--- config.mk ---
export PLATFORM = sky130hd
export DESIGN_NAME = isotp_receive_reassembler_core_flat
export DESIGN_NICKNAME = d
export VERILOG_FILES = /design/src/hdl/isotp_pkg.sv /design/src/hdl/isotp_if.sv /design/src/hdl/isotp_receive_reassembler_core.sv /design/src/hdl/isotp_ram.sv /design/src/flat_wrapper.sv
export SDC_FILE = /design/constraint.sdc
export NUM_CORES = 1
export LEC_CHECK = 0
export ABC_AREA = 1
export BUFFER_PORTS_ARGS = -buffer_cell sky130_fd_sc_hd__buf_2
export CELL_PAD_IN_SITES_DETAIL_PLACEMENT = 1
export CELL_PAD_IN_SITES_GLOBAL_PLACEMENT = 1
export CORE_ASPECT_RATIO = 0.9
export CORE_MARGIN = 2
export CORE_UTILIZATION = 52
export CTS_BUF_LIST = sky130_fd_sc_hd__clkbuf_4
export CTS_CLUSTER_DIAMETER = 80
export DETAILED_ROUTE_END_ITERATION = 10
export GPL_ROUTABILITY_DRIVEN = 0
export PLACE_DENSITY_LB_ADDON = 0.1
export SLEW_MARGIN = 10
export SYNTH_ARGS = -nofsm -noshare
export SYNTH_HDL_FRONTEND = slang
export SYNTH_SLANG_ARGS = --single-unit
--- constraint.sdc ---
create_clock -name clk -period 6.4 [get_ports clk]
set_input_delay 0.32 -clock clk [delete_from_list [all_inputs] [get_ports clk]]
set_output_delay 0.32 -clock clk [all_outputs]
set_load 0.02 [all_outputs]
--- src/hdl/isotp_pkg.sv ---
package isotp_pkg;

    typedef enum logic [1:0] {
        CMD_FRAME = 2'd0,
        CMD_READ  = 2'd1,
        CMD_CLEAR = 2'd2
    } cmd_t;

    typedef enum logic [3:0] {
        ST_IGNORED    = 4'd0,
        ST_SINGLE     = 4'd1,
        ST_FIRST      = 4'd2,
        ST_APPENDED   = 4'd3,
        ST_COMPLETED  = 4'd4,
        ST_NOT_ACTIVE = 4'd5,
        ST_SURPLUS    = 4'd6,
        ST_SEQ_ERROR  = 4'd7,
        ST_READ_CLEAR = 4'd8
    } status_t;

    localparam logic [3:0]  PCI_SINGLE    = 4'h0;
    localparam logic [3:0]  PCI_FIRST     = 4'h1;
    localparam logic [3:0]  PCI_CONSEC    = 4'h2;
    localparam logic [10:0] RESP_ID_RESET = 11'h7E8;
    localparam logic [2:0]  SF_MAX_BYTES  = 3'd7;
    localparam logic [2:0]  FF_DATA_BYTES = 3'd6;
    localparam logic [2:0]  CF_DATA_BYTES = 3'd7;
    localparam int          LANES         = 8;

    typedef struct packed {
        logic [1:0]  cmd;
        logic [10:0] frame_id;
        logic [7:0]  pci_byte;
        logic [7:0]  frame_byte_1;
        logic [7:0]  frame_byte_2;
        logic [7:0]  frame_byte_3;
        logic [7:0]  frame_byte_4;
        logic [7:0]  frame_byte_5;
        logic [7:0]  frame_byte_6;
        logic [7:0]  frame_byte_7;
        logic [5:0]  read_index;
    } req_t;

    typedef struct packed {
        status_t    status;
        logic       send_flow_control;
        logic       assembling;
        logic [6:0] message_length;
        logic [6:0] expected_length;
    } result_t;

endpackage

--- src/hdl/isotp_if.sv ---
interface isotp_req_if;
    logic        valid;
    logic        ready;
    logic [1:0]  cmd;
    logic [10:0] frame_id;
    logic [7:0]  pci_byte;
    logic [7:0]  frame_byte_1;
    logic [7:0]  frame_byte_2;
    logic [7:0]  frame_byte_3;
    logic [7:0]  frame_byte_4;
    logic [7:0]  frame_byte_5;
    logic [7:0]  frame_byte_6;
    logic [7:0]  frame_byte_7;
    logic [5:0]  read_index;

    modport source (
        output valid, cmd, frame_id, pci_byte, frame_byte_1, frame_byte_2, frame_byte_3,
               frame_byte_4, frame_byte_5, frame_byte_6, frame_byte_7, read_index,
        input  ready
    );
    modport sink (
        input  valid, cmd, frame_id, pci_byte, frame_byte_1, frame_byte_2, frame_byte_3,
               frame_byte_4, frame_byte_5, frame_byte_6, frame_byte_7, read_index,
        output ready
    );
endinterface

interface isotp_rsp_if;
    logic       valid;
    logic       ready;
    logic [3:0] status;
    logic       send_flow_control;
    logic       assembling;
    logic [6:0] message_length;
    logic [6:0] expected_length;
    logic [7:0] read_data;

    modport source (
        output valid, status, send_flow_control, assembling, message_length,
               expected_length, read_data,
        input  ready
    );
    modport sink (
        input  valid, status, send_flow_control, assembling, message_length,
               expected_length, read_data,
        output ready
    );
endinterface

--- src/hdl/isotp_receive_reassembler_core.sv ---
// Items pass the input register, then the result register; a result not yet taken stalls them.
// Throughput: one item per cycle when not stalled; the buffer is 8 byte-wide RAM lanes, so a
// frame's bytes are written together and a read uses the registered read port of every lane.
// Reset (rst_n, async, active low) clears lengths, assembly flag and handshake state,
// sets the expected sequence to 1 and the response ID to 0x7E8; buffer contents are left
// as they are and take effect only once written.
module isotp_receive_reassembler_core #(
    parameter int BUF_BYTES = 64
) (
    input  logic               clk,
    input  logic               rst_n,
    input  logic               cfg_write,
    input  logic [10:0]        cfg_data,
    isotp_req_if.sink          req,
    isotp_rsp_if.source        rsp
);

    localparam int LEN_W = $clog2(BUF_BYTES + 1);
    localparam int IDX_W = (LEN_W > 6) ? LEN_W : 6;
    localparam int ROWS  = (BUF_BYTES + 7) / 8;
    localparam int ROW_W = (ROWS > 1) ? $clog2(ROWS) : 1;

    isotp_pkg::req_t    in_reg;
    logic               in_valid_reg;
    isotp_pkg::result_t out_res_reg;
    logic               out_valid_reg;
    logic               out_hit_reg;
    logic [2:0]         out_lane_reg;

    logic [10:0]        resp_id_reg;
    logic [LEN_W-1:0]   held_reg;
    logic [LEN_W-1:0]   held_next;
    logic [LEN_W-1:0]   ann_reg;
    logic [LEN_W-1:0]   ann_next;
    logic [3:0]         seq_reg;
    logic [3:0]         seq_next;
    logic               active_reg;
    logic               active_next;

    isotp_pkg::status_t status_next;
    logic               fc_next;
    logic               hit_next;
    logic [LEN_W-1:0]   wr_start;
    logic [2:0]         wr_count;
    logic [2:0]         wr_base;

    logic               advance;
    logic [3:0]         pci_type;
    logic [3:0]         pci_low;
    logic [11:0]        ff_len;
    logic [LEN_W-1:0]   room;
    logic [LEN_W-1:0]   appended;
    logic [IDX_W-1:0]   ridx_ext;
    logic [ROW_W-1:0]   rd_row;
    logic [7:0]         fb [isotp_pkg::LANES];
    logic [7:0]         lane_q [isotp_pkg::LANES];

    assign advance   = in_valid_reg && (!out_valid_reg || rsp.ready);
    assign req.ready = !in_valid_reg || advance;

    assign pci_type = in_reg.pci_byte[7:4];
    assign pci_low  = in_reg.pci_byte[3:0];
    assign ff_len   = {pci_low, in_reg.frame_byte_1};
    assign room     = ann_reg - held_reg;
    assign ridx_ext = IDX_W'(in_reg.read_index);
    assign rd_row   = ROW_W'(ridx_ext >> 3);

    assign fb[0] = in_reg.pci_byte;
    assign fb[1] = in_reg.frame_byte_1;
    assign fb[2] = in_reg.frame_byte_2;
    assign fb[3] = in_reg.frame_byte_3;
    assign fb[4] = in_reg.frame_byte_4;
    assign fb[5] = in_reg.frame_byte_5;
    assign fb[6] = in_reg.frame_byte_6;
    assign fb[7] = in_reg.frame_byte_7;

    always_comb
    begin
        held_next   = held_reg;
        ann_next    = ann_reg;
        seq_next    = seq_reg;
        active_next = active_reg;
        status_next = isotp_pkg::ST_IGNORED;
        fc_next     = 1'b0;
        hit_next    = 1'b0;
        wr_start    = '0;
        wr_count    = '0;
        wr_base     = 3'd1;
        appended    = '0;
        case (in_reg.cmd)
            isotp_pkg::CMD_FRAME:
            begin
                if (in_reg.frame_id == resp_id_reg)
                begin
                    case (pci_type)
                        isotp_pkg::PCI_SINGLE:
                        begin
                            wr_count    = (pci_low > 4'(isotp_pkg::SF_MAX_BYTES)) ?
                                          isotp_pkg::SF_MAX_BYTES : pci_low[2:0];
                            held_next   = LEN_W'(wr_count);
                            active_next = 1'b0;
                            status_next = isotp_pkg::ST_SINGLE;
                        end
                        isotp_pkg::PCI_FIRST:
                        begin
                            ann_next    = (ff_len > 12'(BUF_BYTES)) ? LEN_W'(BUF_BYTES)
                                                                    : LEN_W'(ff_len);
                            wr_base     = 3'd2;
                            wr_count    = isotp_pkg::FF_DATA_BYTES;
                            held_next   = LEN_W'(isotp_pkg::FF_DATA_BYTES);
                            active_next = 1'b1;
                            seq_next    = 4'd1;
                            fc_next     = 1'b1;
                            status_next = isotp_pkg::ST_FIRST;
                        end
                        isotp_pkg::PCI_CONSEC:
                        begin
                            if (!active_reg)
                            begin
                                status_next = isotp_pkg::ST_NOT_ACTIVE;
                            end
                            else if (held_reg >= ann_reg)
                            begin
                                active_next = 1'b0;
                                status_next = isotp_pkg::ST_SURPLUS;
                            end
                            else if (pci_low != seq_reg)
                            begin
                                // drop the whole message
                                active_next = 1'b0;
                                held_next   = '0;
                                status_next = isotp_pkg::ST_SEQ_ERROR;
                            end
                            else
                            begin
                                wr_count  = (room < LEN_W'(isotp_pkg::CF_DATA_BYTES)) ?
                                            room[2:0] : isotp_pkg::CF_DATA_BYTES;
                                wr_start  = held_reg;
                                seq_next  = seq_reg + 4'd1;
                                appended  = held_reg + LEN_W'(wr_count);
                                held_next = appended;
                                if (appended >= ann_reg)
                                begin
                                    active_next = 1'b0;
                                    status_next = isotp_pkg::ST_COMPLETED;
                                end
                                else
                                begin
                                    status_next = isotp_pkg::ST_APPENDED;
                                end
                            end
                        end
                        default:
                        begin
                            status_next = isotp_pkg::ST_IGNORED;
                        end
                    endcase
                end
            end
            isotp_pkg::CMD_READ:
            begin
                hit_next    = ridx_ext < IDX_W'(held_reg);
                status_next = isotp_pkg::ST_READ_CLEAR;
            end
            isotp_pkg::CMD_CLEAR:
            begin
                held_next   = '0;
                active_next = 1'b0;
                status_next = isotp_pkg::ST_READ_CLEAR;
            end
            default:
            begin
                status_next = isotp_pkg::ST_IGNORED;
            end
        endcase
    end

    // Byte at buffer position p lives in lane p mod 8, row p / 8.
    for (genvar l = 0; l < isotp_pkg::LANES; l++)
    begin : g_lane
        logic [2:0]       k;
        logic [LEN_W-1:0] pos;
        logic [2:0]       src;
        logic             we;

        assign k   = 3'(l) - wr_start[2:0];
        assign pos = wr_start + LEN_W'(k);
        assign src = wr_base + k;
        assign we  = advance && (k < wr_count);

        isotp_ram #(
            .WIDTH (8),
            .DEPTH (ROWS)
        ) u_lane (
            .clk   (clk),
            .we    (we),
            .waddr (ROW_W'(pos >> 3)),
            .wdata (fb[src]),
            .re    (advance),
            .raddr (rd_row),
            .rdata (lane_q[l])
        );
    end

    always_ff @(posedge clk or negedge rst_n)
    begin
        if (!rst_n)
        begin
            in_valid_reg  <= 1'b0;
            out_valid_reg <= 1'b0;
            out_hit_reg   <= 1'b0;
            resp_id_reg   <= isotp_pkg::RESP_ID_RESET;
            held_reg      <= '0;
            ann_reg       <= '0;
            seq_reg       <= 4'd1;
            active_reg    <= 1'b0;
        end
        else
        begin
            if (cfg_write)
            begin
                resp_id_reg <= cfg_data;
            end
            if (req.ready)
            begin
                in_valid_reg <= req.valid;
            end
            if (advance)
            begin
                out_valid_reg <= 1'b1;
                out_hit_reg   <= hit_next;
                held_reg      <= held_next;
                ann_reg       <= ann_next;
                seq_reg       <= seq_next;
                active_reg    <= active_next;
            end
            else if (rsp.ready)
            begin
                out_valid_reg <= 1'b0;
            end
        end
    end

    always_ff @(posedge clk)
    begin
        if (req.valid && req.ready)
        begin
            in_reg.cmd          <= req.cmd;
            in_reg.frame_id     <= req.frame_id;
            in_reg.pci_byte     <= req.pci_byte;
            in_reg.frame_byte_1 <= req.frame_byte_1;
            in_reg.frame_byte_2 <= req.frame_byte_2;
            in_reg.frame_byte_3 <= req.frame_byte_3;
            in_reg.frame_byte_4 <= req.frame_byte_4;
            in_reg.frame_byte_5 <= req.frame_byte_5;
            in_reg.frame_byte_6 <= req.frame_byte_6;
            in_reg.frame_byte_7 <= req.frame_byte_7;
            in_reg.read_index   <= req.read_index;
        end
        if (advance)
        begin
            out_res_reg.status            <= status_next;
            out_res_reg.send_flow_control <= fc_next;
            out_res_reg.assembling        <= active_next;
            out_res_reg.message_length    <= 7'(held_next);
            out_res_reg.expected_length   <= 7'(ann_next);
            out_lane_reg                  <= in_reg.read_index[2:0];
        end
    end

    assign rsp.valid             = out_valid_reg;
    assign rsp.status            = out_res_reg.status;
    assign rsp.send_flow_control = out_res_reg.send_flow_control;
    assign rsp.assembling        = out_res_reg.assembling;
    assign rsp.message_length    = out_res_reg.message_length;
    assign rsp.expected_length   = out_res_reg.expected_length;
    assign rsp.read_data         = out_hit_reg ? lane_q[out_lane_reg] : 8'd0;

`ifndef SYNTHESIS
    assert property (@(posedge clk) disable iff (!rst_n)
        held_reg <= LEN_W'(BUF_BYTES))
        else $error("held length beyond buffer size");

    assert property (@(posedge clk) disable iff (!rst_n)
        in_valid_reg && !advance |=> in_valid_reg && $stable(in_reg))
        else $error("stalled input item lost or changed");

    assert property (@(posedge clk) disable iff (!rst_n)
        out_valid_reg && !rsp.ready |=> out_valid_reg && $stable(out_res_reg))
        else $error("stalled result lost or changed");

    assert property (@(posedge clk) disable iff (!rst_n)
        advance && (status_next == isotp_pkg::ST_COMPLETED ||
                    status_next == isotp_pkg::ST_SEQ_ERROR) |=> !active_reg)
        else $error("assembly still active after it ended");

    assert property (@(posedge clk) disable iff (!rst_n)
        advance && fc_next |=> active_reg && seq_reg == 4'd1)
        else $error("flow control without a fresh assembly");
`endif

endmodule

--- src/hdl/isotp_ram.sv ---
module isotp_ram #(
    parameter int WIDTH = 8,
    parameter int DEPTH = 8
) (
    input  logic                                   clk,
    input  logic                                   we,
    input  logic [((DEPTH > 1) ? $clog2(DEPTH) : 1)-1:0] waddr,
    input  logic [WIDTH-1:0]                       wdata,
    input  logic                                   re,
    input  logic [((DEPTH > 1) ? $clog2(DEPTH) : 1)-1:0] raddr,
    output logic [WIDTH-1:0]                       rdata
);

    logic [WIDTH-1:0] mem [DEPTH];
    logic [WIDTH-1:0] rdata_reg;

    always_ff @(posedge clk)
    begin
        if (we)
        begin
            mem[waddr] <= wdata;
        end
        if (re)
        begin
            rdata_reg <= mem[raddr];
        end
    end

    assign rdata = rdata_reg;

endmodule

--- src/flat_wrapper.sv ---
// flat-port wrapper written by rule: the top's interface ports become plain ports
module isotp_receive_reassembler_core_flat 
#(
    parameter int BUF_BYTES = 64
)
  (clk, rst_n, cfg_write, cfg_data, req_valid, req_cmd, req_frame_id, req_pci_byte, req_frame_byte_1, req_frame_byte_2, req_frame_byte_3, req_frame_byte_4, req_frame_byte_5, req_frame_byte_6, req_frame_byte_7, req_read_index, req_ready, rsp_valid, rsp_status, rsp_send_flow_control, rsp_assembling, rsp_message_length, rsp_expected_length, rsp_read_data, rsp_ready);
  isotp_req_if req_i ();
  isotp_rsp_if rsp_i ();
  input  logic clk;
  input  logic rst_n;
  input  logic cfg_write;
  input  logic [10:0] cfg_data;
  input wire logic [$bits(req_i.valid)-1:0] req_valid;
  input wire logic [$bits(req_i.cmd)-1:0] req_cmd;
  input wire logic [$bits(req_i.frame_id)-1:0] req_frame_id;
  input wire logic [$bits(req_i.pci_byte)-1:0] req_pci_byte;
  input wire logic [$bits(req_i.frame_byte_1)-1:0] req_frame_byte_1;
  input wire logic [$bits(req_i.frame_byte_2)-1:0] req_frame_byte_2;
  input wire logic [$bits(req_i.frame_byte_3)-1:0] req_frame_byte_3;
  input wire logic [$bits(req_i.frame_byte_4)-1:0] req_frame_byte_4;
  input wire logic [$bits(req_i.frame_byte_5)-1:0] req_frame_byte_5;
  input wire logic [$bits(req_i.frame_byte_6)-1:0] req_frame_byte_6;
  input wire logic [$bits(req_i.frame_byte_7)-1:0] req_frame_byte_7;
  input wire logic [$bits(req_i.read_index)-1:0] req_read_index;
  output wire logic [$bits(req_i.ready)-1:0] req_ready;
  output wire logic [$bits(rsp_i.valid)-1:0] rsp_valid;
  output wire logic [$bits(rsp_i.status)-1:0] rsp_status;
  output wire logic [$bits(rsp_i.send_flow_control)-1:0] rsp_send_flow_control;
  output wire logic [$bits(rsp_i.assembling)-1:0] rsp_assembling;
  output wire logic [$bits(rsp_i.message_length)-1:0] rsp_message_length;
  output wire logic [$bits(rsp_i.expected_length)-1:0] rsp_expected_length;
  output wire logic [$bits(rsp_i.read_data)-1:0] rsp_read_data;
  input wire logic [$bits(rsp_i.ready)-1:0] rsp_ready;
  assign req_i.valid = req_valid;
  assign req_i.cmd = req_cmd;
  assign req_i.frame_id = req_frame_id;
  assign req_i.pci_byte = req_pci_byte;
  assign req_i.frame_byte_1 = req_frame_byte_1;
  assign req_i.frame_byte_2 = req_frame_byte_2;
  assign req_i.frame_byte_3 = req_frame_byte_3;
  assign req_i.frame_byte_4 = req_frame_byte_4;
  assign req_i.frame_byte_5 = req_frame_byte_5;
  assign req_i.frame_byte_6 = req_frame_byte_6;
  assign req_i.frame_byte_7 = req_frame_byte_7;
  assign req_i.read_index = req_read_index;
  assign req_ready = req_i.ready;
  assign rsp_valid = rsp_i.valid;
  assign rsp_status = rsp_i.status;
  assign rsp_send_flow_control = rsp_i.send_flow_control;
  assign rsp_assembling = rsp_i.assembling;
  assign rsp_message_length = rsp_i.message_length;
  assign rsp_expected_length = rsp_i.expected_length;
  assign rsp_read_data = rsp_i.read_data;
  assign rsp_i.ready = rsp_ready;
  isotp_receive_reassembler_core #(.BUF_BYTES(BUF_BYTES)) u_core (.clk(clk), .rst_n(rst_n), .cfg_write(cfg_write), .cfg_data(cfg_data), .req(req_i), .rsp(rsp_i));
endmodule
Word level (Yosys, flattened, before mapping)
Memories as Yosys holds them, arrays and structs flattened. A register that Yosys moved wholly into a read port is not among the register bits.
Index checks and enable logic that the tools add are counted.
{"block": "word_totals", "ff_bits": 139, "mem_bits_rw": 512, "inputBits": 99, "out_inout_bits": 30, "n_memories": 8}
{"block": "op_classes", "n_addsub": 27, "n_lt_le_gt_ge": 23, "eq_ne": 9, "n_mux": 93, "bitwise_logic": 9, "n_reduce_logical": 21}
{"name": "u_core.g_lane[0].u_lane.mem", "depth": 8, "word_bits": 8, "rd": 1, "rd_ports_with_merged_regs": 1, "write_ports": 1, "line": "isotp_ram.sv:14", "rtl": "logic [WIDTH-1:0] mem [DEPTH];"}
{"name": "u_core.g_lane[1].u_lane.mem", "depth": 8, "word_bits": 8, "rd": 1, "rd_ports_with_merged_regs": 1, "write_ports": 1, "line": "isotp_ram.sv:14"}
{"name": "u_core.g_lane[2].u_lane.mem", "depth": 8, "word_bits": 8, "rd": 1, "rd_ports_with_merged_regs": 1, "write_ports": 1, "line": "isotp_ram.sv:14"}
{"name": "u_core.g_lane[3].u_lane.mem", "depth": 8, "word_bits": 8, "rd": 1, "rd_ports_with_merged_regs": 1, "write_ports": 1, "line": "isotp_ram.sv:14"}
{"name": "u_core.g_lane[4].u_lane.mem", "depth": 8, "word_bits": 8, "rd": 1, "rd_ports_with_merged_regs": 1, "write_ports": 1, "line": "isotp_ram.sv:14"}
{"name": "u_core.g_lane[5].u_lane.mem", "depth": 8, "word_bits": 8, "rd": 1, "rd_ports_with_merged_regs": 1, "write_ports": 1, "line": "isotp_ram.sv:14"}
{"name": "+2 memories"}
{"operator": "$bmux W8 S3", "count": 9}
{"operator": "$mux W8", "count": 19}
{"operator": "$mux W7", "count": 8}
{"operator": "$add A6 B3 Y6", "count": 8}
{"operator": "$ge A4 B4 Y1 const B", "count": 9}
{"operator": "$mux W6", "count": 6}
{"operator": "$not A3 Y4", "count": 9}
{"operator": "$mux W3", "count": 10}
{"operator": "$mux W4", "count": 7}
{"operator": "$mux W1", "count": 25}
{"operator": "$add A3 B3 Y3", "count": 8}
{"operator": "$lt A3 B3 Y1", "count": 8}
{"operator": "$pmux W7 S3", "count": 1}
{"operator": "$pmux W4 S2", "count": 2}
{"operator": "$ge A7 B7 Y1", "count": 2}
{"operator": "$pmux W7 S2", "count": 1}
{"operator": "$gt A12 B7 Y1 const B", "count": 1}
{"operator": "$pmux W4 S3", "count": 1}
{"operator": "$sub A3 B3 Y3 const A", "count": 4}
{"operator": "$eq A11 B11 Y1", "count": 1}
{"operator": "$logic_and A1 B1 Y1", "count": 10}
{"operator": "$pmux W3 S3", "count": 1}
{"operator": "$add A7 B3 Y7", "count": 1}
{"operator": "$lt A6 B7 Y1", "count": 1}
{"operator": "other kinds (24)", "count": 30}

Longest topological paths before layout
Gate-level depths: netlist of run 1.
{"block": "depth", "ltp_word": 13, "mapped_depth": 27, "ltp_nobuf": 27}

By module
A second synthesis of run 1 with hierarchy kept.
{"block": "unflattened", "cells_unflattened": 3670, "area_unflattened_um2": 34913.5}
{"module": "isotp_ram", "instances": 8, "cells_each": 303, "area_each_um2": 3130.5, "seq_area_each_um2": 2162.1}
{"module": "isotp_receive_reassembler_core", "instances": 1, "cells_each": 1246, "area_each_um2": 9869.5, "seq_area_each_um2": 4018.9}

Worst setup path after synthesis of run 1
OpenSTA, ideal clock, no wires.
{"block": "synth_timing", "path_type": "flip-flop to flip-flop", "startpoint": "register u_core.held_reg[4]", "endpoint": "memory u_core.g_lane[0].u_lane.mem[0][5], data pin", "setup_time_ns": 0.265, "arrival_time_ns": 4.758, "required_time_ns": 6.135, "path_slack_ns": 1.376, "path_stages_with_launch": 20, "n_path_buf": 3, "path_cell_list": "dfrtp_1 -> clkbuf_1 -> inv_1 -> ha_1 -> a21oi_1 -> o21a_1 -> nand2_2 -> nand3_4 -> nor2_8 -> buf_4 -> nand2_1 -> nor3_1 -> inv_1 -> ha_1 -> inv_1 -> fa_1 -> xnor2_1 -> inv_1 -> buf_1 -> o21ai_0"}
{"block": "synth_between", "elab_chain_cells": 12}
{"item": "start: declaration", "line": "isotp_receive_reassembler_core.sv:31", "rtl": "logic [LEN_W-1:0] held_reg;"}
{"item": "start signal: assignment", "line": "isotp_receive_reassembler_core.sv:232", "rtl": "held_reg <= held_next;"}
{"item": "$ge A7 B7 Y1", "line": "isotp_receive_reassembler_core.sv:122", "rtl": "else if (held_reg >= ann_reg)"}
{"item": "$mux W6", "line": "isotp_receive_reassembler_core.sv:122"}
{"item": "$mux W6", "line": "isotp_receive_reassembler_core.sv:118", "rtl": "if (!active_reg)"}
{"item": "$mux W6", "line": "isotp_receive_reassembler_core.sv:95", "rtl": "case (pci_type)"}
{"item": "$mux W6", "line": "isotp_receive_reassembler_core.sv:93", "rtl": "if (in_reg.frame_id == resp_id_reg)"}
{"item": "$mux W6", "line": "isotp_receive_reassembler_core.sv:90", "rtl": "case (in_reg.cmd)"}
{"item": "$sub A1 B3 Y3", "line": "isotp_receive_reassembler_core.sv:186", "rtl": "assign k = 3'(l) - wr_start[2:0];"}
{"item": "$add A3 B3 Y3", "line": "isotp_receive_reassembler_core.sv:188", "rtl": "assign src = wr_base + k;"}
{"item": "$not A3 Y4 (not written as such)", "line": "isotp_receive_reassembler_core.sv:198", "rtl": ".wdata (fb[src]),"}
{"item": "$bmux W8 S3", "line": "isotp_receive_reassembler_core.sv:198"}
{"item": "$mux W8 (not written as such) (2 in series)", "line": "isotp_receive_reassembler_core.sv:198"}
{"item": "named net u_core.g_lane[0].u_lane.wdata[5]", "line": "isotp_ram.sv:8", "rtl": "input logic [WIDTH-1:0] wdata,"}
{"item": "end: declaration", "line": "isotp_ram.sv:14"}
The timed path passes the listed nets, and every way through them passes these cells. The select of a mux whose other input is x is not followed.

Worst setup path after layout of run 1
{"block": "layout_timing", "startpoint": "register u_core.held_reg[4]", "endpoint": "memory u_core.g_lane[0].u_lane.mem[1][6], data pin"}
Same word-level chain as after synthesis.

==> results.toml, run 1 <==
[final_layout]
fin_area_sq_um = 37700
fillCellCount = 6344
multi_input_area_sq_um = 9500
fin_nets = 3440
drive_gt1_frac = 0.158
seqCellArea_sq_um = 21300
largest_reg_flops = 512
area_delta_synth_final_pct = 18.3

[setup_path]
cpMaxStageDelayCell = "ha_4"
cp-end-kind = "flop"
slowest_delay_ns = 1.09
crit_chain = "inv_1 > ha_1 > a21oi_1 > o21a_1 > nand2_2 > nand3_4 > nor2_8 > nand3_1 > ha_4 > mux2i_1 > nand2_1 > o21ai_0 > o21ai_0"
worst_path_most_repeated_cell = "o21ai_0"
crit_fanout = 96
critPathArrivalTime_ns = 6.66
start_kind = "flop"
worstSetupPathType = "reg -> reg"
worstPathRequired_ns = 7.01

[timing]
slew_violations = 0
tightest_slew_ns = 1.37
fmax_ghz = 0.165
rsz0062_at_grt = "no"
setup-violations-final = 0
period_minus_slack_ns = 6.06
hold_viol = 0
min_period_over_period = 0.946
slew_headroom = 0.0791
setup_slack_ns = 0.345
setup_tns_ns = 0
finClkSkew_ns = 0.0713

[logic_synthesis]
synthXorXnorAreaFrac = 0.0101
syn_area_sq_um = 31900
ys_seq_area_frac = 0.668
synth_edf_count = 682
yosys_warnings = 0
synth_seq_cells = 715
synthAdderAreaFrac = 0.0257
ys_types = 51
syn-num-nets = 3029
post_synth_mux_area_share = 0.0132
syn_avg_cell_area_sq_um = 11.1
syn_inst = 2868
synth-compound-area-share = 0.115
synthSimpleGateAreaFrac = 0.133
synth_top_family_by_area = "simple AND/OR/NAND/NOR gates"
ys_dominant_reg_cell = "edfxtp_1"
ys_async_sr_fraction = 0.0462

[drt]
ant_nets = 0
drtIter0Drc = 2917
firstDrtPassIters = 6
drc = 0
post_drt_wl_per_cell_um = 26.9
viasPerCell = 6.11
via_count = 25800
routed_wl_um = 113000

[status]
status = "finished, final reports clean"

[grt]
first_global_vias = 26700
antenna_found_initial = 7
grt.overflow.total = 0
grt_pass1_wl_um = 168000
grt_start_max_net_pins = 131
grtUsageTotal = 0.361

[power_and_ir_drop]
p_leak_nw = 13.7
power.switching_w = 0.00365
p_sw_frac = 0.311
powerDensity_nw_per_um2 = 311
combPwrFrac = 0.182
p_total_w = 0.0118
power_frac_clock = 0.350
internal_power_w = 0.00810
ir_worst_vdd_mv = 0.226
seq_power_share = 0.468

[die]
die_w_um = 265
num_io_pins = 129
start_util = 0.524
die_height_um = 239
die_area_sq_um = 63300
row_count = 86
coreArea_sq_um = 60900

[placed_design]
place_ws_ns = 0.125
port_buffers = 128
dp.final_hpwl_um = 69400
placed_area_sq_um = 33600

[clock_network]
cts.sinks = 715
cts_buffer_depth = 3
path_clk_slew_ns = 0.08
cts_tree = "yes"
postCtsSetupBuffers = 0
ctsHtreeMaxLevel = 4
cts_root_buffer = "clkbuf_4"
clock_latency_ns = 1.04
cts_buffers = 177

[job]
cap_violations = 0

[min_path]
hold_path_class = "in -> reg"
## critical path, delay by kind of cell, from the launching register on
kind / cells / cell delay (ns)
AOI/OAI and AO/OA: 4 / 1.49
adders and majority gates: 2 / 1.55
muxes: 1 / 0.60
buffers and inverters: 1 / 0.25
DFF: 1 / 0.50
and+or+nand+nor: 5 / 1.17
## placed cells by master, fill, tap and decap left out, types with 4 or more instances in the layout
cell type / netlist / routed
nand3_1: 61 / 61
dfstp_2: 8 / 8
nor2_1: 594 / 594
nand2_2: 5 / 5
o21ai_0: 489 / 487
a31oi_1: 74 / 74
inv_1: 132 / 127
o22ai_1: 73 / 73
clkbuf_4: 0 / 264
buf_4: 2 / 72
clkinv_1: 0 / 37
nand4_1: 26 / 26
o21a_1: 4 / 4
dlygate4sd3_1: 0 / 179
ha_1: 56 / 55
a211oi_1: 7 / 7
bufinv_16: 0 / 5
dfrtp_1: 25 / 25
xnor2_1: 9 / 9
buf_2: 8 / 128
mux2_2: 9 / 9
clkinv_2: 0 / 9
nor3_1: 11 / 10
inv_2: 5 / 6
xor2_1: 26 / 26
fa_1: 6 / 6
mux2i_1: 32 / 32
a21oi_1: 30 / 30
nand2_1: 317 / 317
edfxtp_1: 682 / 682
diode_2: 0 / 6
## synthesized netlist by cell type, types with 4 or more instances
| cell type | n | share of area |
|---|---|---|
| edfxtp_1 | 682 | 0.64 |
| nor2_1 | 594 | 0.070 |
| o21ai_0 | 489 | 0.077 |
| nand2_1 | 317 | 0.037 |
| inv_1 | 132 | 0.016 |
| clkbuf_1 | 124 | 0.015 |
| a31oi_1 | 74 | 0.015 |
| o22ai_1 | 73 | 0.014 |
| nand3_1 | 61 | 0.0096 |
| ha_1 | 56 | 0.022 |
| mux2i_1 | 32 | 0.010 |
| a21oi_1 | 30 | 0.0047 |
| nand4_1 | 26 | 0.0051 |
| xor2_1 | 26 | 0.0071 |
| dfrtp_1 | 25 | 0.020 |
| buf_1 | 15 | 0.0018 |
| nor3_1 | 11 | 0.0017 |
| mux2_2 | 9 | 0.0032 |
| xnor2_1 | 9 | 0.0025 |
| buf_2 | 8 | 0.0013 |
| dfstp_2 | 8 | 0.0066 |
| a211oi_1 | 7 | 0.0016 |
| fa_1 | 6 | 0.0038 |
| inv_2 | 5 | 0.00059 |
| nand2_2 | 5 | 0.00098 |
| o21a_1 | 4 | 0.00094 |
## cells by family (layout without fill, tap and decap cells)
group	after synthesis	after routing
buffers and inverters	287	838
multiplexers	41	41
adder cells (fa/ha/maj)	62	62
AO/OA/AOI/OAI	687	687
XOR/XNOR	36	36
AND/OR/NAND/NOR	1040	1040
other	0	6
flip-flops	715	715
## final cells by class
type,count,area share
Clock inverter,55,0.00991
Sequential cell,715,0.565
Timing Repair Buffer,382,0.0804
Multi-Input combinational cell,1866,0.252
Tap cell,792,0.0263
Inverter,137,0.0140
Clock buffer,264,0.0525
Antenna cell,6,0.000398
## power groups by stage
stage / registers (W) / clock network, W / logic (W)
2_1_floorplan: 0.00556 / 0 / 0.00119
3_3_place_gp: 0.00557 / 0 / 0.00176
3_5_place_dp: 0.00558 / 0 / 0.00184
4_1_cts: 0.00548 / 0.00404 / 0.00194
5_1_grt: 0.00551 / 0.00437 / 0.00227
6_report: 0.00550 / 0.00411 / 0.00214
## metal layers
metal  global-route usage  routed length (um)  share of wire  vias to the layer above
met2                0.595               54300           0.48                     1408
met3               0.0817                9900          0.087                      296
met4                0.158                4700          0.041                        4
li1                     -                   -              -                    11100
met1                0.460               44500           0.39                    12900
met5                    0                  24        0.00021                        -
## worst paths after layout
check,startpoint,end,slack (ns),cells past startpoint
setup / recovery,u_core.held_reg[4],u_core.g_lane[0].u_lane.mem[1][6],0.34,13
hold / removal,req_frame_byte_5[1],u_core.fb[17],0.07,2
setup reg to reg,u_core.held_reg[4],u_core.g_lane[0].u_lane.mem[1][6],0.34,13
hold reg to reg,u_core.in_reg[1],u_core.out_lane_reg[1],0.51,0
max in group asynchronous,rst_n,u_core.seq_reg[3],5.57,4
min in group asynchronous,rst_n,u_core.resp_id_reg[10],0.58,3
## metrics by stage
step,cells,hold slack (ns),utilization
final,4217,0.0668,0.620
after detailed placement,3712,0.485,0.551
after global placement,3712,0.476,0.551
after floorplan,2868,0.0244,-
after CTS,4211,0.00179,0.619
after global routing,4213,0.0209,0.620
## what timing repair did
action | 4_1_cts | 5_1_grt
hold buffers | 180 | 0
hold endpoints to repair | 138 | 0
gates resized for setup | 0 | 2
setup endpoints to repair | 0 | 362
No activity file was read; power rests on OpenSTA's default activity.
==> inputs of run 2 (changes only) <==
--- a/config.mk
+++ b/config.mk
@@ -16,6 +16,7 @@
 export CTS_CLUSTER_DIAMETER = 80
 export DETAILED_ROUTE_END_ITERATION = 10
 export GPL_ROUTABILITY_DRIVEN = 0
+export HOLD_SLACK_MARGIN = 0.15
 export PLACE_DENSITY_LB_ADDON = 0.1
 export SLEW_MARGIN = 10
 export SYNTH_ARGS = -nofsm -noshare
==> run 2 against run 1 <==
Critical path depth up 5. Total power rose by 1.0%. Design area up 0.72%. Global-route usage is 0.95 points higher. Sequential share of layout area fell by 0.40 points. Final cell count rose by 0.55%. Clock skew is 0.016 ns higher. Sequential cell count unchanged. Highest routed layer unchanged.
==> results.toml, run 2 (synthesized netlist as in run 1, its figures left out) <==
[status]
status = "finished, final reports clean"

[die]
die_w_um = 265
die_height_um = 239
num_io_pins = 129
coreArea_sq_um = 60900
row_count = 86
start_util = 0.524
die_area_sq_um = 63300

[placed_design]
place_ws_ns = 0.125
port_buffers = 128
dp.final_hpwl_um = 69400

[clock_network]
clock_latency_ns = 1.04
cts.sinks = 715
cts_buffers = 177
cts_tree = "yes"
postCtsSetupBuffers = 0
cts_root_buffer = "clkbuf_4"
path_clk_slew_ns = 0.10
cts_buffer_depth = 3
ctsHtreeMaxLevel = 4

[drt]
firstDrtPassIters = 6
routed_wl_um = 117000
viasPerCell = 6.14
post_drt_wl_per_cell_um = 27.5
drc = 0
drtIter0Drc = 3119
via_count = 26000
ant_nets = 0

[setup_path]
r2r-start = "u_core.held_reg[2]"
r2r-end = "u_core.g_lane[0].u_lane.mem[7][6]"
worstSetupPathType = "reg -> reg"
crit_fanout = 17
r2r_slack_ns = 0.38
start_kind = "flop"
worstPathRequired_ns = 7.00
rr_worst_depth = 18
cp-end-kind = "flop"
critPathArrivalTime_ns = 6.62

[timing]
period_minus_slack_ns = 6.02
tightest_slew_ns = 1.34
slew_violations = 0
setup_tns_ns = 0
min_period_over_period = 0.941
fmax_ghz = 0.166
hold-worst-slack_ns = 0.342
finClkSkew_ns = 0.0874
setup-violations-final = 0
slew_headroom = 0.0978
hold_viol = 0
rsz0062_at_grt = "no"
setup_slack_ns = 0.379

[power_and_ir_drop]
ir_worst_vdd_mv = 0.250
seq_power_share = 0.464
power.switching_w = 0.00376
p_sw_frac = 0.317
combPwrFrac = 0.186
p_leak_nw = 13.8
p_total_w = 0.0119
powerDensity_nw_per_um2 = 312
internal_power_w = 0.00811
power_frac_clock = 0.350

[grt]
grt_start_max_net_pins = 131
grt_pass1_wl_um = 172000
grtUsageTotal = 0.370
first_global_vias = 27300
antenna_found_initial = 5
grt.overflow.total = 0

[final_layout]
final_common_cell = "edfxtp_1"
seqCellArea_sq_um = 21300
drive_gt1_frac = 0.157
largest_reg_flops = 512
layout_common_cells = "edfxtp_1 (682), nor2_1 (593), o21ai_0 (481), nand2_1 (317), clkbuf_4 (264)"
multi_input_area_sq_um = 9500
area_delta_synth_final_pct = 19.1
final_util = 0.624
fin_nets = 3468
fillCellCount = 6339

[min_path]
holdPathEnd = "u_core.resp_id_reg[9]"
hold_depth = 3
hold_path_class = "in -> reg"
holdCritStartpoint = "cfg_write"

[job]
cap_violations = 0
[run 2: changes by cell type in the layout (fill, tap and decap cells not counted)]
cell,delta
o21ai_0,-6
o21ai_1,+6
nor2_2,+1
nor2_1,-1
diode_2,-5
dlygate4sd3_1,+28
[run 2: worst max path at each step]
stage                        from  slack [ns]  depth (start not counted)                                 to
3_3_place_gp   u_core.held_reg[2]        0.66                         17  u_core.g_lane[6].u_lane.mem[3][5]
3_5_place_dp   u_core.held_reg[2]        0.13                         17  u_core.g_lane[6].u_lane.mem[4][5]
6_report       u_core.held_reg[2]        0.38                         18  u_core.g_lane[0].u_lane.mem[7][6]
4_1_cts        u_core.held_reg[2]         0.1                         17  u_core.g_lane[6].u_lane.mem[0][5]
5_1_grt        u_core.held_reg[2]        0.09                         18  u_core.g_lane[0].u_lane.mem[7][6]
2_1_floorplan  u_core.held_reg[4]        1.38                         19  u_core.g_lane[0].u_lane.mem[0][5]
[run 2: power by group through the flow]
stage / clock (W) / combinational, W / sequential [W]
after floorplan: 0 / 0.00119 / 0.00556
after CTS: 0.00404 / 0.00195 / 0.00548
after global placement: 0 / 0.00176 / 0.00557
final: 0.00415 / 0.00221 / 0.00551
after detailed placement: 0 / 0.00184 / 0.00558
after global routing: 0.00440 / 0.00232 / 0.00552
[run 2: cell type report]
| type | instances | share of cell area |
|---|---|---|
| antenna | 1 | 0.0000658 |
| clock buffer | 264 | 0.0521 |
| clock inverter | 55 | 0.00984 |
| inverter | 137 | 0.0139 |
| multi-input combinational | 1866 | 0.250 |
| sequential | 715 | 0.561 |
| tap | 792 | 0.0261 |
| timing repair buffer | 410 | 0.0872 |
[run 2: critical path, cell delays in order, from the launching register on]
cell,delay (ns)
dfrtp_1,0.54
inv_1,0.21
ha_1,0.47
a21oi_1,0.15
nand2_1,0.12
nand4_1,0.10
nand2_2,0.16
nand3_4,0.19
nor2_8,0.29
nand2_1,0.11
nor3_2,0.42
inv_1,0.28
ha_1,0.42
inv_1,0.09
fa_1,0.38
xnor2_1,0.19
buf_4,0.24
inv_1,0.23
o21ai_0,1.00
[run 2: per-stage QoR]
step | instances | area [sq um]
detailed placement | 3712 | 33600
floorplan | 2868 | 31900
finish | 4240 | 38000
global placement | 3712 | 33600
CTS | 4239 | 38000
global route | 4240 | 38000
[run 2: timing repair]
action	4_1_cts	5_1_grt
setup endpoints to repair	0	416
gates resized for setup	0	10
endpoints found under the hold margin	138	0
hold buffers	208	0
[run 2: metal layers]
layer  routed length, um  vias to the layer above  global-route usage
met5                  13                        -                   0
met4                5010                        2               0.164
met3               11000                      338              0.0891
met2               56100                     1523               0.614
met1               44500                    13000               0.464
li1                    -                    11200                   -
